$ cat config.mk
export PLATFORM = sky130hd
export DESIGN_NAME = luhn_card_brand_check
export DESIGN_NICKNAME = d
export VERILOG_FILES = /design/src/sv/lcb_pkg.sv /design/src/sv/luhn_card_brand_check.sv /design/src/sv/lcb_digit_cell.sv /design/src/sv/lcb_digit_scan.sv
export SDC_FILE = /design/constraint.sdc
export NUM_CORES = 1
export LEC_CHECK = 0
export BUFFER_PORTS_ARGS = -buffer_cell sky130_fd_sc_hd__buf_2
export CAP_MARGIN = 10
export CORE_AREA = 2 2 166 168
export DETAILED_ROUTE_END_ITERATION = 8
export DIE_AREA = 0 0 168 170
export SETUP_SLACK_MARGIN = 0.3
export SYNTH_ARGS = -nofsm -noshare
export SYNTH_HDL_FRONTEND = slang
export SYNTH_SLANG_ARGS = --single-unit
$ cat constraint.sdc
create_clock -name i_clk -period 10.6 [get_ports i_clk]
set_input_delay 1.06 -clock i_clk [delete_from_list [all_inputs] [get_ports i_clk]]
set_output_delay 1.06 -clock i_clk [all_outputs]
set_load 0.005 [all_outputs]
$ cat src/sv/lcb_pkg.sv
// Shared types and constants for the Luhn card brand checker.
package lcb_pkg;

    localparam int IN_WIDTH   = 63;
    localparam int NUM_CELLS  = 19;
    localparam int MAX_DIGITS = 19;

    localparam int DIGIT_W = 4;
    localparam int CNT_W   = $clog2(IN_WIDTH);
    localparam int IDX_W   = $clog2(NUM_CELLS);
    localparam int COUNT_W = 5;
    localparam int BRAND_W = 2;

    localparam logic [COUNT_W-1:0] LEN_13 = COUNT_W'(13);
    localparam logic [COUNT_W-1:0] LEN_15 = COUNT_W'(15);
    localparam logic [COUNT_W-1:0] LEN_16 = COUNT_W'(16);

    typedef enum logic [BRAND_W-1:0] {
        BRAND_NONE = 2'd0,
        BRAND_3X   = 2'd1,
        BRAND_5X   = 2'd2,
        BRAND_4X   = 2'd3
    } t_brand;

    typedef enum logic [1:0] {
        S_IDLE = 2'd0,
        S_CONV = 2'd1,
        S_SCAN = 2'd2,
        S_FIN  = 2'd3
    } t_state;

    typedef struct packed {
        logic clear;
        logic bit_shift;
        logic dig_shift;
    } t_cell_ctl;

    typedef struct packed {
        logic clear;
        logic en;
    } t_scan_ctl;

    typedef struct packed {
        logic [DIGIT_W-1:0] sum_mod;
        logic [COUNT_W-1:0] count;
        logic [DIGIT_W-1:0] lead_hi;
        logic [DIGIT_W-1:0] lead_lo;
    } t_scan_res;

endpackage

$ cat src/sv/luhn_card_brand_check.sv
// Top level: Luhn check and brand pick for a binary card number.
//
//  channel | direction | handshake                  | payload
//  --------+-----------+----------------------------+---------------------------------
//  in      | to block  | i_in_valid / o_in_stall    | i_card_number[62:0]
//  out     | from block| o_out_valid / i_out_stall  | o_brand, o_luhn_ok, o_digit_count
//
// Each word goes through binary to BCD conversion (one input bit per cycle
// through the digit cells), digit scan (one digit per cycle out of the
// bottom cell) and classify; a new word is taken only once the last one
// has been classified. The result register is loaded by classify; if it
// still holds an untaken word, classify waits there.
// Reset (synchronous, active low) clears the sequencer and the result valid.
module luhn_card_brand_check (
    input  logic                         i_clk,
    input  logic                         i_rst_n,
    input  logic                         i_in_valid,
    output logic                         o_in_stall,
    input  logic [lcb_pkg::IN_WIDTH-1:0] i_card_number,
    output logic                         o_out_valid,
    input  logic                         i_out_stall,
    output logic [lcb_pkg::BRAND_W-1:0]  o_brand,
    output logic                         o_luhn_ok,
    output logic [lcb_pkg::COUNT_W-1:0]  o_digit_count
);
    import lcb_pkg::*;

    t_state r_state, n_state;
    logic [CNT_W-1:0]    r_cnt, n_cnt;
    logic [IDX_W-1:0]    r_idx, n_idx;
    logic [IN_WIDTH-1:0] r_shift, n_shift;

    logic                r_out_valid, n_out_valid;
    logic [BRAND_W-1:0]  r_brand, n_brand;
    logic                r_luhn_ok, n_luhn_ok;
    logic [COUNT_W-1:0]  r_count, n_count;

    t_cell_ctl cell_ctl;
    t_scan_ctl scan_ctl;
    t_scan_res scan_res;

    logic                in_acc;
    logic                out_free;
    logic                ok;
    t_brand              brand;

    logic [NUM_CELLS-1:0] cell_bit_in;
    logic [NUM_CELLS-1:0] cell_bit_out;
    logic [DIGIT_W-1:0]   cell_dig_in  [NUM_CELLS];
    logic [DIGIT_W-1:0]   cell_dig_out [NUM_CELLS];

    // Row of BCD cells. Bits climb from cell 0 upward during conversion;
    // digits drop toward cell 0 during the scan, least significant first.
    genvar g;
    generate
        for (g = 0; g < NUM_CELLS; g++) begin : g_cell
            if (g == 0) begin : g_low
                assign cell_bit_in[g] = r_shift[IN_WIDTH-1];
            end else begin : g_mid
                assign cell_bit_in[g] = cell_bit_out[g-1];
            end
            if (g == NUM_CELLS-1) begin : g_top
                assign cell_dig_in[g] = '0;
            end else begin : g_below
                assign cell_dig_in[g] = cell_dig_out[g+1];
            end
            lcb_digit_cell u_cell (
                .i_clk (i_clk),
                .i_ctl (cell_ctl),
                .i_bit (cell_bit_in[g]),
                .i_dig (cell_dig_in[g]),
                .o_bit (cell_bit_out[g]),
                .o_dig (cell_dig_out[g])
            );
        end
    endgenerate

    // Consume the digit stream coming out of the bottom cell.
    lcb_digit_scan u_scan (
        .i_clk   (i_clk),
        .i_ctl   (scan_ctl),
        .i_digit (cell_dig_out[0]),
        .i_idx   (r_idx),
        .o_res   (scan_res)
    );

    assign o_in_stall = (r_state != S_IDLE);
    assign in_acc     = i_in_valid && !o_in_stall;
    assign out_free   = !r_out_valid || !i_out_stall;

    // Classify: Luhn verdict from the sum and the count, brand from the count and the two leading digits.
    always_comb begin
        ok    = (scan_res.sum_mod == '0) && (scan_res.count <= COUNT_W'(MAX_DIGITS));
        brand = BRAND_NONE;
        if (ok) begin
            if (scan_res.count == LEN_13) begin
                if (scan_res.lead_hi == DIGIT_W'(4)) begin
                    brand = BRAND_4X;
                end
            end else if (scan_res.count == LEN_15) begin
                if (scan_res.lead_hi == DIGIT_W'(3) &&
                    (scan_res.lead_lo == DIGIT_W'(4) || scan_res.lead_lo == DIGIT_W'(7))) begin
                    brand = BRAND_3X;
                end
            end else if (scan_res.count == LEN_16) begin
                if (scan_res.lead_hi == DIGIT_W'(5) && scan_res.lead_lo >= DIGIT_W'(1) &&
                    scan_res.lead_lo <= DIGIT_W'(5)) begin
                    brand = BRAND_5X;
                end else if (scan_res.lead_hi == DIGIT_W'(4)) begin
                    brand = BRAND_4X;
                end
            end
        end
    end

    // Sequencer: next state, cell and scan controls, result register load.
    always_comb begin
        n_state     = r_state;
        n_cnt       = r_cnt;
        n_idx       = r_idx;
        n_shift     = r_shift;
        n_out_valid = r_out_valid;
        n_brand     = r_brand;
        n_luhn_ok   = r_luhn_ok;
        n_count     = r_count;
        cell_ctl    = '0;
        scan_ctl    = '0;

        // drop the result word once it is taken
        if (r_out_valid && !i_out_stall) begin
            n_out_valid = 1'b0;
        end

        case (r_state)
            S_IDLE: begin
                if (in_acc) begin
                    n_shift        = i_card_number;
                    n_cnt          = '0;
                    cell_ctl.clear = 1'b1;
                    scan_ctl.clear = 1'b1;
                    n_state        = S_CONV;
                end
            end
            S_CONV: begin
                // advance one bit, MSB first
                cell_ctl.bit_shift = 1'b1;
                n_shift            = {r_shift[IN_WIDTH-2:0], 1'b0};
                n_cnt              = r_cnt + CNT_W'(1);
                if (r_cnt == CNT_W'(IN_WIDTH-1)) begin
                    n_idx   = '0;
                    n_state = S_SCAN;
                end
            end
            S_SCAN: begin
                cell_ctl.dig_shift = 1'b1;
                scan_ctl.en        = 1'b1;
                n_idx              = r_idx + IDX_W'(1);
                if (r_idx == IDX_W'(NUM_CELLS-1)) begin
                    n_state = S_FIN;
                end
            end
            S_FIN: begin
                // hold until the result register is free
                if (out_free) begin
                    n_out_valid = 1'b1;
                    n_brand     = brand;
                    n_luhn_ok   = ok;
                    n_count     = scan_res.count;
                    n_state     = S_IDLE;
                end
            end
            default: begin
                n_state = S_IDLE;
            end
        endcase
    end

    always_ff @(posedge i_clk) begin
        if (!i_rst_n) begin
            r_state     <= S_IDLE;
            r_out_valid <= 1'b0;
        end else begin
            r_state     <= n_state;
            r_out_valid <= n_out_valid;
        end
    end

    always_ff @(posedge i_clk) begin
        r_cnt     <= n_cnt;
        r_idx     <= n_idx;
        r_shift   <= n_shift;
        r_brand   <= n_brand;
        r_luhn_ok <= n_luhn_ok;
        r_count   <= n_count;
    end

    assign o_out_valid   = r_out_valid;
    assign o_brand       = r_brand;
    assign o_luhn_ok     = r_luhn_ok;
    assign o_digit_count = r_count;

`ifndef SYNTHESIS
    a_acc_starts_conv: assert property (@(posedge i_clk) disable iff (!i_rst_n)
        in_acc |=> r_state == S_CONV)
        else $error("accepted word did not start conversion");

    a_conv_to_scan: assert property (@(posedge i_clk) disable iff (!i_rst_n)
        (r_state == S_CONV && r_cnt == CNT_W'(IN_WIDTH-1)) |=> r_state == S_SCAN)
        else $error("conversion did not hand over to scan");

    a_load_from_fin: assert property (@(posedge i_clk) disable iff (!i_rst_n)
        $rose(o_out_valid) |-> $past(r_state) == S_FIN)
        else $error("result loaded outside classify");

    a_brand_needs_ok: assert property (@(posedge i_clk) disable iff (!i_rst_n)
        (o_out_valid && o_brand != BRAND_NONE) |-> o_luhn_ok)
        else $error("brand given without passing check");

    a_count_range: assert property (@(posedge i_clk) disable iff (!i_rst_n)
        o_out_valid |-> o_digit_count <= COUNT_W'(NUM_CELLS))
        else $error("digit count out of range");
`endif

endmodule

$ cat src/sv/lcb_digit_cell.sv
// One BCD digit cell: double-dabble bit shift upward, digit shift downward.
module lcb_digit_cell (
    input  logic                      i_clk,
    input  lcb_pkg::t_cell_ctl        i_ctl,
    input  logic                      i_bit,
    input  logic [lcb_pkg::DIGIT_W-1:0] i_dig,
    output logic                      o_bit,
    output logic [lcb_pkg::DIGIT_W-1:0] o_dig
);
    import lcb_pkg::*;

    logic [DIGIT_W-1:0] r_dig;
    logic [DIGIT_W-1:0] n_dig;
    logic [DIGIT_W-1:0] adj;

    // add 3 before the shift so the digit carries out at ten
    assign adj   = (r_dig >= DIGIT_W'(5)) ? r_dig + DIGIT_W'(3) : r_dig;
    assign o_bit = adj[DIGIT_W-1];
    assign o_dig = r_dig;

    always_comb begin
        n_dig = r_dig;
        if (i_ctl.clear) begin
            n_dig = '0;
        end else if (i_ctl.bit_shift) begin
            n_dig = {adj[DIGIT_W-2:0], i_bit};
        end else if (i_ctl.dig_shift) begin
            n_dig = i_dig;
        end
    end

    always_ff @(posedge i_clk) begin
        r_dig <= n_dig;
    end

endmodule

$ cat src/sv/lcb_digit_scan.sv
// Digit stream accumulator: Luhn sum mod ten, digit count, two leading digits.
module lcb_digit_scan (
    input  logic                        i_clk,
    input  lcb_pkg::t_scan_ctl          i_ctl,
    input  logic [lcb_pkg::DIGIT_W-1:0] i_digit,
    input  logic [lcb_pkg::IDX_W-1:0]   i_idx,
    output lcb_pkg::t_scan_res          o_res
);
    import lcb_pkg::*;

    logic [DIGIT_W-1:0] r_sum_mod, n_sum_mod;
    logic [COUNT_W-1:0] r_count, n_count;
    logic [DIGIT_W-1:0] r_lead_hi, n_lead_hi;
    logic [DIGIT_W-1:0] r_lead_lo, n_lead_lo;
    logic [DIGIT_W-1:0] r_prev, n_prev;
    logic [DIGIT_W:0]   dbl;
    logic [DIGIT_W-1:0] term;
    logic [DIGIT_W:0]   sum;

    always_comb begin
        // odd positions from the right are doubled
        dbl  = {i_digit, 1'b0};
        term = i_digit;
        if (i_idx[0]) begin
            term = (dbl >= (DIGIT_W+1)'(10)) ? DIGIT_W'(dbl - (DIGIT_W+1)'(9))
                                              : DIGIT_W'(dbl);
        end
        sum = {1'b0, r_sum_mod} + {1'b0, term};
        if (sum >= (DIGIT_W+1)'(10)) begin
            sum = sum - (DIGIT_W+1)'(10);
        end

        n_sum_mod = r_sum_mod;
        n_count   = r_count;
        n_lead_hi = r_lead_hi;
        n_lead_lo = r_lead_lo;
        n_prev    = r_prev;
        if (i_ctl.clear) begin
            n_sum_mod = '0;
            n_count   = '0;
            n_lead_hi = '0;
            n_lead_lo = '0;
            n_prev    = '0;
        end else if (i_ctl.en) begin
            n_sum_mod = sum[DIGIT_W-1:0];
            n_prev    = i_digit;
            if (i_digit != '0) begin
                n_count   = COUNT_W'(i_idx) + COUNT_W'(1);
                n_lead_hi = i_digit;
                n_lead_lo = r_prev;
            end
        end
    end

    always_ff @(posedge i_clk) begin
        r_sum_mod <= n_sum_mod;
        r_count   <= n_count;
        r_lead_hi <= n_lead_hi;
        r_lead_lo <= n_lead_lo;
        r_prev    <= n_prev;
    end

    assign o_res = '{sum_mod: r_sum_mod, count: r_count,
                     lead_hi: r_lead_hi, lead_lo: r_lead_lo};

endmodule

==> After elaboration in Yosys (flattened, before gate mapping) <==
Cells that the tools add are included.
{ "totals": {"word_cells": 204, "ramBits": 0, "output_inout_bits": 10, "rom_bits": 0, "latch_bits": 0, "reg_bits": 182, "input_bits": 67, "memories": 0} }
{ "op_classes": {"addsub": 24, "n_eq_ne": 17, "magnitude_cmp": 24, "n_reduce_logical": 23, "muxes": 84, "n_shift": 0, "bitwise_logic": 0, "div_mod_pow": 0, "multipliers": 0} }
{ "op_table": {"columns": ["operator", "count"], "rows": [
  ["$mux 4", 59],
  ["$pmux 63 s2", 1],
  ["$ge 4x3->1 const B", 19],
  ["$add 4x2->4 const B", 18],
  ["$mux 63", 1],
  ["$mux 2", 9],
  ["$eq 4x3->1 const B", 4],
  ["$pmux 6 s2", 1],
  ["$eq 5x4->1 const B", 2],
  ["$eq 5x5->1 const B", 2],
  ["$ge 5x4->1 const B", 2],
  ["$pmux 5 s2", 1],
  ["$mux 1", 8],
  ["$ne 2x2->1 const B", 4],
  ["$pmux 2 s4", 1],
  ["$reduce_and 2->1", 4],
  ["$reduce_bool 2->1", 4],
  ["$sub 4x4->4 const B", 2],
  ["$add 6x1->6 const B", 1],
  ["$eq 6x6->1 const B", 1],
  ["$logic_and 1x1->1", 6],
  ["$mux 6", 1],
  ["$add 4x4->5", 1],
  ["$add 5x1->5 const B", 1],
  ["other kinds (15)", 19]
]} }

==> Longest topological paths before layout <==
{ "logic_depth": {"word_depth": 7, "depth_mapped": 16, "mapped_depth_nobuf": 15} }

==> By module <==
A second synthesis with hierarchy kept.
{ "hier_totals": {"hier_cells": 1035, "area_unflattened_um2": 10287.4} }
{ "by_module_without_submodules": {"columns": ["module", "n_inst", "seq_area_each_um2", "cells_each", "area_each_um2"], "rows": [
  ["lcb_digit_cell", 19, 80.1, 35, 280.3],
  ["luhn_card_brand_check", 1, 2522.4, 234, 3799.9],
  ["lcb_digit_scan", 1, 420.4, 136, 1162.4]
]} }

==> Worst setup path before layout <==
No wires, ideal clock.
{ "synth_path": {"kind": "register to register", "start": "reg r_state[1]", "end": "reg r_cnt[0], enable pin", "arrival_ns": 5.840, "n_path_buf": 2, "path_stages_with_launch": 7, "t_required_ns": 10.009, "setup_ns": 0.591, "slack_ns": 4.169, "period_less_slack_ns": 6.431, "cell_sequence": "dfxtp_1 -> inv_1 -> ha_1 -> clkbuf_1 -> inv_2 -> buf_1 -> o21ai_0"} }
{ "synth_between": {"elab_chain_len": 5, "elab_cells_between_ends": 8, "cone_classes": "eq/ne (2); reduce/logical (6)"} }
{ "synth_rtl": {"columns": ["item", "line", "source"], "rows": [
  ["start, declared", "luhn_card_brand_check.sv:28", "t_state r_state, n_state;"],
  ["start signal, assigned", "luhn_card_brand_check.sv:183", "r_state <= n_state;"],
  ["$reduce_bool 2->1", "luhn_card_brand_check.sv:87", "assign o_in_stall = (r_state != S_IDLE);"],
  ["$logic_not 1->1", "luhn_card_brand_check.sv:88", "assign in_acc = i_in_valid && !o_in_stall;"],
  ["$logic_and 1x1->1", "luhn_card_brand_check.sv:88", null],
  ["$ne 2x2->1 (no source line)", null, null],
  ["$reduce_and 2->1 (no source line) (*)", null, null],
  ["end signal, assigned", "luhn_card_brand_check.sv:189", "r_cnt <= n_cnt;"],
  ["end, declared", "luhn_card_brand_check.sv:29", "logic [CNT_W-1:0] r_cnt, n_cnt;"]
]} }
Mark *: on every way between the ends. The rest lies on a longest branch, timed or not.
A chain may end at the register's enable or synchronous reset.

==> Worst setup path after layout <==
{ "layout_path": {"start": "reg g_cell[0].u_cell.r_dig[1]", "end": "reg u_scan.r_sum_mod[1]"} }
{ "layout_between": {"elab_chain_len": 6, "elab_cells_between_ends": 8, "cone_classes": "add/sub (3); order compare (2); mux (3)"} }
{ "layout_rtl": {"columns": ["item", "line", "source"], "rows": [
  ["start, declared", "lcb_digit_cell.sv:12", "logic [DIGIT_W-1:0] r_dig;"],
  ["start signal, assigned", "lcb_digit_cell.sv:33", "r_dig <= n_dig;"],
  ["$ge 5x4->1 / $sub 4x4->4 (equally long branches)", "lcb_digit_scan.sv:25", "term = (dbl >= (DIGIT_W+1)'(10)) ? DIGIT_W'(dbl - (DIGIT_W+1)'(9))"],
  ["$mux 4", "lcb_digit_scan.sv:25", null],
  ["$mux 4 (*)", "lcb_digit_scan.sv:24", "if (i_idx[0]) begin"],
  ["$add 4x4->5 (*)", "lcb_digit_scan.sv:28", "sum = {1'b0, r_sum_mod} + {1'b0, term};"],
  ["$sub 4x4->4 / $ge 5x4->1 (equally long branches)", "lcb_digit_scan.sv:30, lcb_digit_scan.sv:29", null],
  ["$mux 4 (*)", "lcb_digit_scan.sv:29", "if (sum >= (DIGIT_W+1)'(10)) begin"],
  ["end signal, assigned", "lcb_digit_scan.sv:56", "r_sum_mod <= n_sum_mod;"],
  ["end, declared", "lcb_digit_scan.sv:11", "logic [DIGIT_W-1:0] r_sum_mod, n_sum_mod;"]
]} }
Marked as above.

==> out/qor.txt <==
Outcome = finished, final reports clean
Reg area = 0.00446 sq mm
Post-synthesis mux area share = 13.8%
Total grt overflow = 0
HP Class = reg2reg
Max_slew headroom = 26.1%
Synth cell types = 46
Largest net degree at the start of global routing = 138
Kind of critical path = reg2reg
Worst clock skew = 0.00871 ns
Final WS setup = 6.94 ns
# port buffers = 76
Total Routing Usage GR = 13.7%
Least-Margin Pin Slew = 1.11 ns
Post-cts sizing count = 0
Worst path slowest cell = fa_1
Post-synth top area cell = edfxtp_1
Num CTS Buffers = 17
Layout cells sized above 1 = 17.7%
Detailed Route WL = 19.2 mm
Worst hold start = u_scan.r_prev[3]
Data arrival, critical path = 4.01 ns
Most common cell in the netlist = dfxtp_1
Number of global-route vias before repair = 6659
Minimum clock period = 3.66 ns
Worst-path clk slew = 0.07 ns
Fmax = 273 MHz
Power per standard cell area = 306 mW/mm^2
Synth top cells by count = dfxtp_1 (100), nor2_1 (99), edfxtp_1 (82), inv_1 (68), mux2_2 (64)
Boundary pin count = 77
H-tree depth = 4
Die Y = 170 um
Final core utilization = 41.5%
R2r startpoint = g_cell[0].u_cell.o_dig[1]
Final Setup Violations = 0
Slew Limit Fails = 0
Main synth FF type = dfxtp_1
Post-CTS Hold Fix Bufs = 0
Register-to-Register Path Depth = 15
Synth Cell Area = 0.00980 sq mm
Startpoint types = register
Top cells by area, synth = edfxtp_1 (25%), dfxtp_1 (20%), mux2_2 (7.4%)
Ys Warns = 0
# DRC = 0
CP Data Required Time = 10.95 ns
CP endpoint kind = register
Maximum VDD drop = 0.000175 V
Starting Density = 36.8%
Syn-to-layout area delta = 12.8%
Antenna Nets Post-Route = 0
CP peak stage delay = 0.46 ns
Hold path depth = 2
Post-synth EDFFs = 82
Final Power = 3.39 mW
Post-synthesis sequential area ratio = 45.5%
Post-synthesis simple-gate area fraction = 11.8%
CTS tree = built
Antenna diodes = 0
HPWL Detailed = 12.2 mm
Full die area = 0.0286 sq mm
Worst-path fanout max = 6
Drt pass-1 iters = 5
Initial antenna violation count = 0
GPL Wtd Cong = 0.757
Main combinational cell family by area after synthesis = compound AO/OA/AOI/OAI gates
Placement Rows = 60
Setup_tns = 0 ns
Post-synth ARST share = 0%
CP Cell Sequence = inv_1 -> ha_1 -> nand2b_1 -> a21oi_1 -> xnor2_1 -> nand2_1 -> a21boi_1 -> fa_1 -> xnor2_2 -> inv_1 -> ha_1 -> o31ai_1 -> a311o_1 -> or3_1 -> a31oi_1
Core area = 0.0267 sq mm
R2R Setup Slk = 6.94 ns
Register bit total from synthesis = 182
Syn_nets = 1100
Syn_area_per_cell = 9.99 sq um
DR iter-0 viols = 434
Multi-input gate area = 0.00488 sq mm
Post-synthesis compound-gate area fraction = 14.4%
Nets@finish = 1143
Wirelength per Cell = 13.9 um
Synth top area share = 25.1%
R2r endpoint = u_scan.r_sum_mod[1]
Sink of the worst hold path = u_scan.r_lead_lo[3]
Setup bufs post-CTS = 0
Xor/xnor share of the synthesized area = 2.67%
Clock Latency Late Sink = 0.43 ns
Max-cap violations = 0
Via/cell ratio = 5.16
Fill cells = 2542
Clock buffer depth = 2
First-pass GRT wire length = 32.5 mm
RSZ-0062 raised after global routing = no
Final Hold Vio Count = 0
Root Driver = clkbuf_16
Adder-cell share of the synthesized area = 6.71%
Final period util = 34.5%
Clk sink count = 182
Mapped Cells = 981
Die extent in x = 168 um
Leakage = 4.07 nW
Vias after detailed routing = 7116
Post-place setup slack = 6.98 ns
## cells by family after synthesis
logic type / after synthesis
AO/OA/AOI/OAI: 212
XOR/XNOR: 29
adder cells (fa/ha/maj): 52
buffers and inverters: 126
flip-flops: 182
multiplexers: 127
AND/OR/NAND/NOR: 253
## through the flow
stage	cells	area [sq um]	hold slack [ns]
final	1378	11100	0.450
after detailed placement	1346	10500	0.445
after floorplan	981	9800	0.431
after global routing	1378	11100	0.472
after global placement	1346	10500	0.443
after CTS	1378	11100	0.455
## critical path, delay by kind of cell (launching register included)
family | cells | cell delay (ns)
AOI/OAI and AO/OA | 5 | 1.21
buffers and inverters | 2 | 0.20
DFF | 1 | 0.41
adders and majority gates | 3 | 0.87
xor gates and xnor gates | 2 | 0.36
and+or+nand+nor | 3 | 0.53
## final cells by class
| type | instances | area share [%] |
|---|---|---|
| clock buffer | 17 | 3.85 |
| clock inverter | 15 | 1.61 |
| inverter | 71 | 2.41 |
| multi-input combinational | 673 | 44.2 |
| sequential | 182 | 40.4 |
| tap | 341 | 3.86 |
| timing repair buffer | 79 | 3.76 |
## worst max-delay path by stage
stage                         startpoint                  end  cells after the start
2_1_floorplan                 r_state[1]             r_cnt[0]                      6
3_3_place_gp   g_cell[0].u_cell.o_dig[1]  u_scan.r_sum_mod[1]                     15
3_5_place_dp   g_cell[0].u_cell.o_dig[1]  u_scan.r_sum_mod[1]                     15
4_1_cts        g_cell[0].u_cell.o_dig[1]  u_scan.r_sum_mod[1]                     15
5_1_grt        g_cell[0].u_cell.o_dig[1]  u_scan.r_sum_mod[1]                     15
6_report       g_cell[0].u_cell.o_dig[1]  u_scan.r_sum_mod[1]                     15
## routing by layer
metal / wire, um / track usage [%]
met3: 450 / 2.44
met1: 9430 / 18.5
met4: 177 / 3.74
met5: 0 / 0
met2: 9120 / 22.6
## cells in the final DEF (no fill, tap or decap), types with 16 or more instances in the layout
cell,Yosys,final
edfxtp_1,82,82
nor2_1,99,99
nand2b_1,37,37
a311o_1,17,17
mux2_2,64,64
a211oi_1,43,43
o31ai_1,18,18
o21a_1,16,16
clkbuf_16,0,17
mux2i_1,63,63
a22oi_1,17,17
o21ai_0,30,29
inv_1,68,68
nand3_1,47,47
dfxtp_1,100,100
ha_1,51,49
a21oi_1,57,57
nand2_1,49,49
buf_2,16,76
xnor2_1,20,20
## report_power, final
group	internal (mW)	switching [mW]	total (mW)	leakage [nW]
Clock	0.373	0.286	0.659	0.297
Combinational	0.621	0.857	1.48	2.17
Sequential	1.06	0.191	1.25	1.61
Total	2.05	1.33	3.39	4.07
## flip-flops by register name (all words and copies together) (netlist names)
signal               count
u_scan.r_lead_lo         4
o_brand                  2
o_digit_count            5
r_cnt                    6
g_cell.u_cell.o_dig     76
u_scan.r_sum_mod         4
o_out_valid              1
r_state                  2
u_scan.r_lead_hi         4
r_idx                    5
u_scan.r_count           5
r_shift                 63
u_scan.r_prev            4
o_luhn_ok                1
No activity file was read; power rests on OpenSTA's default activity.
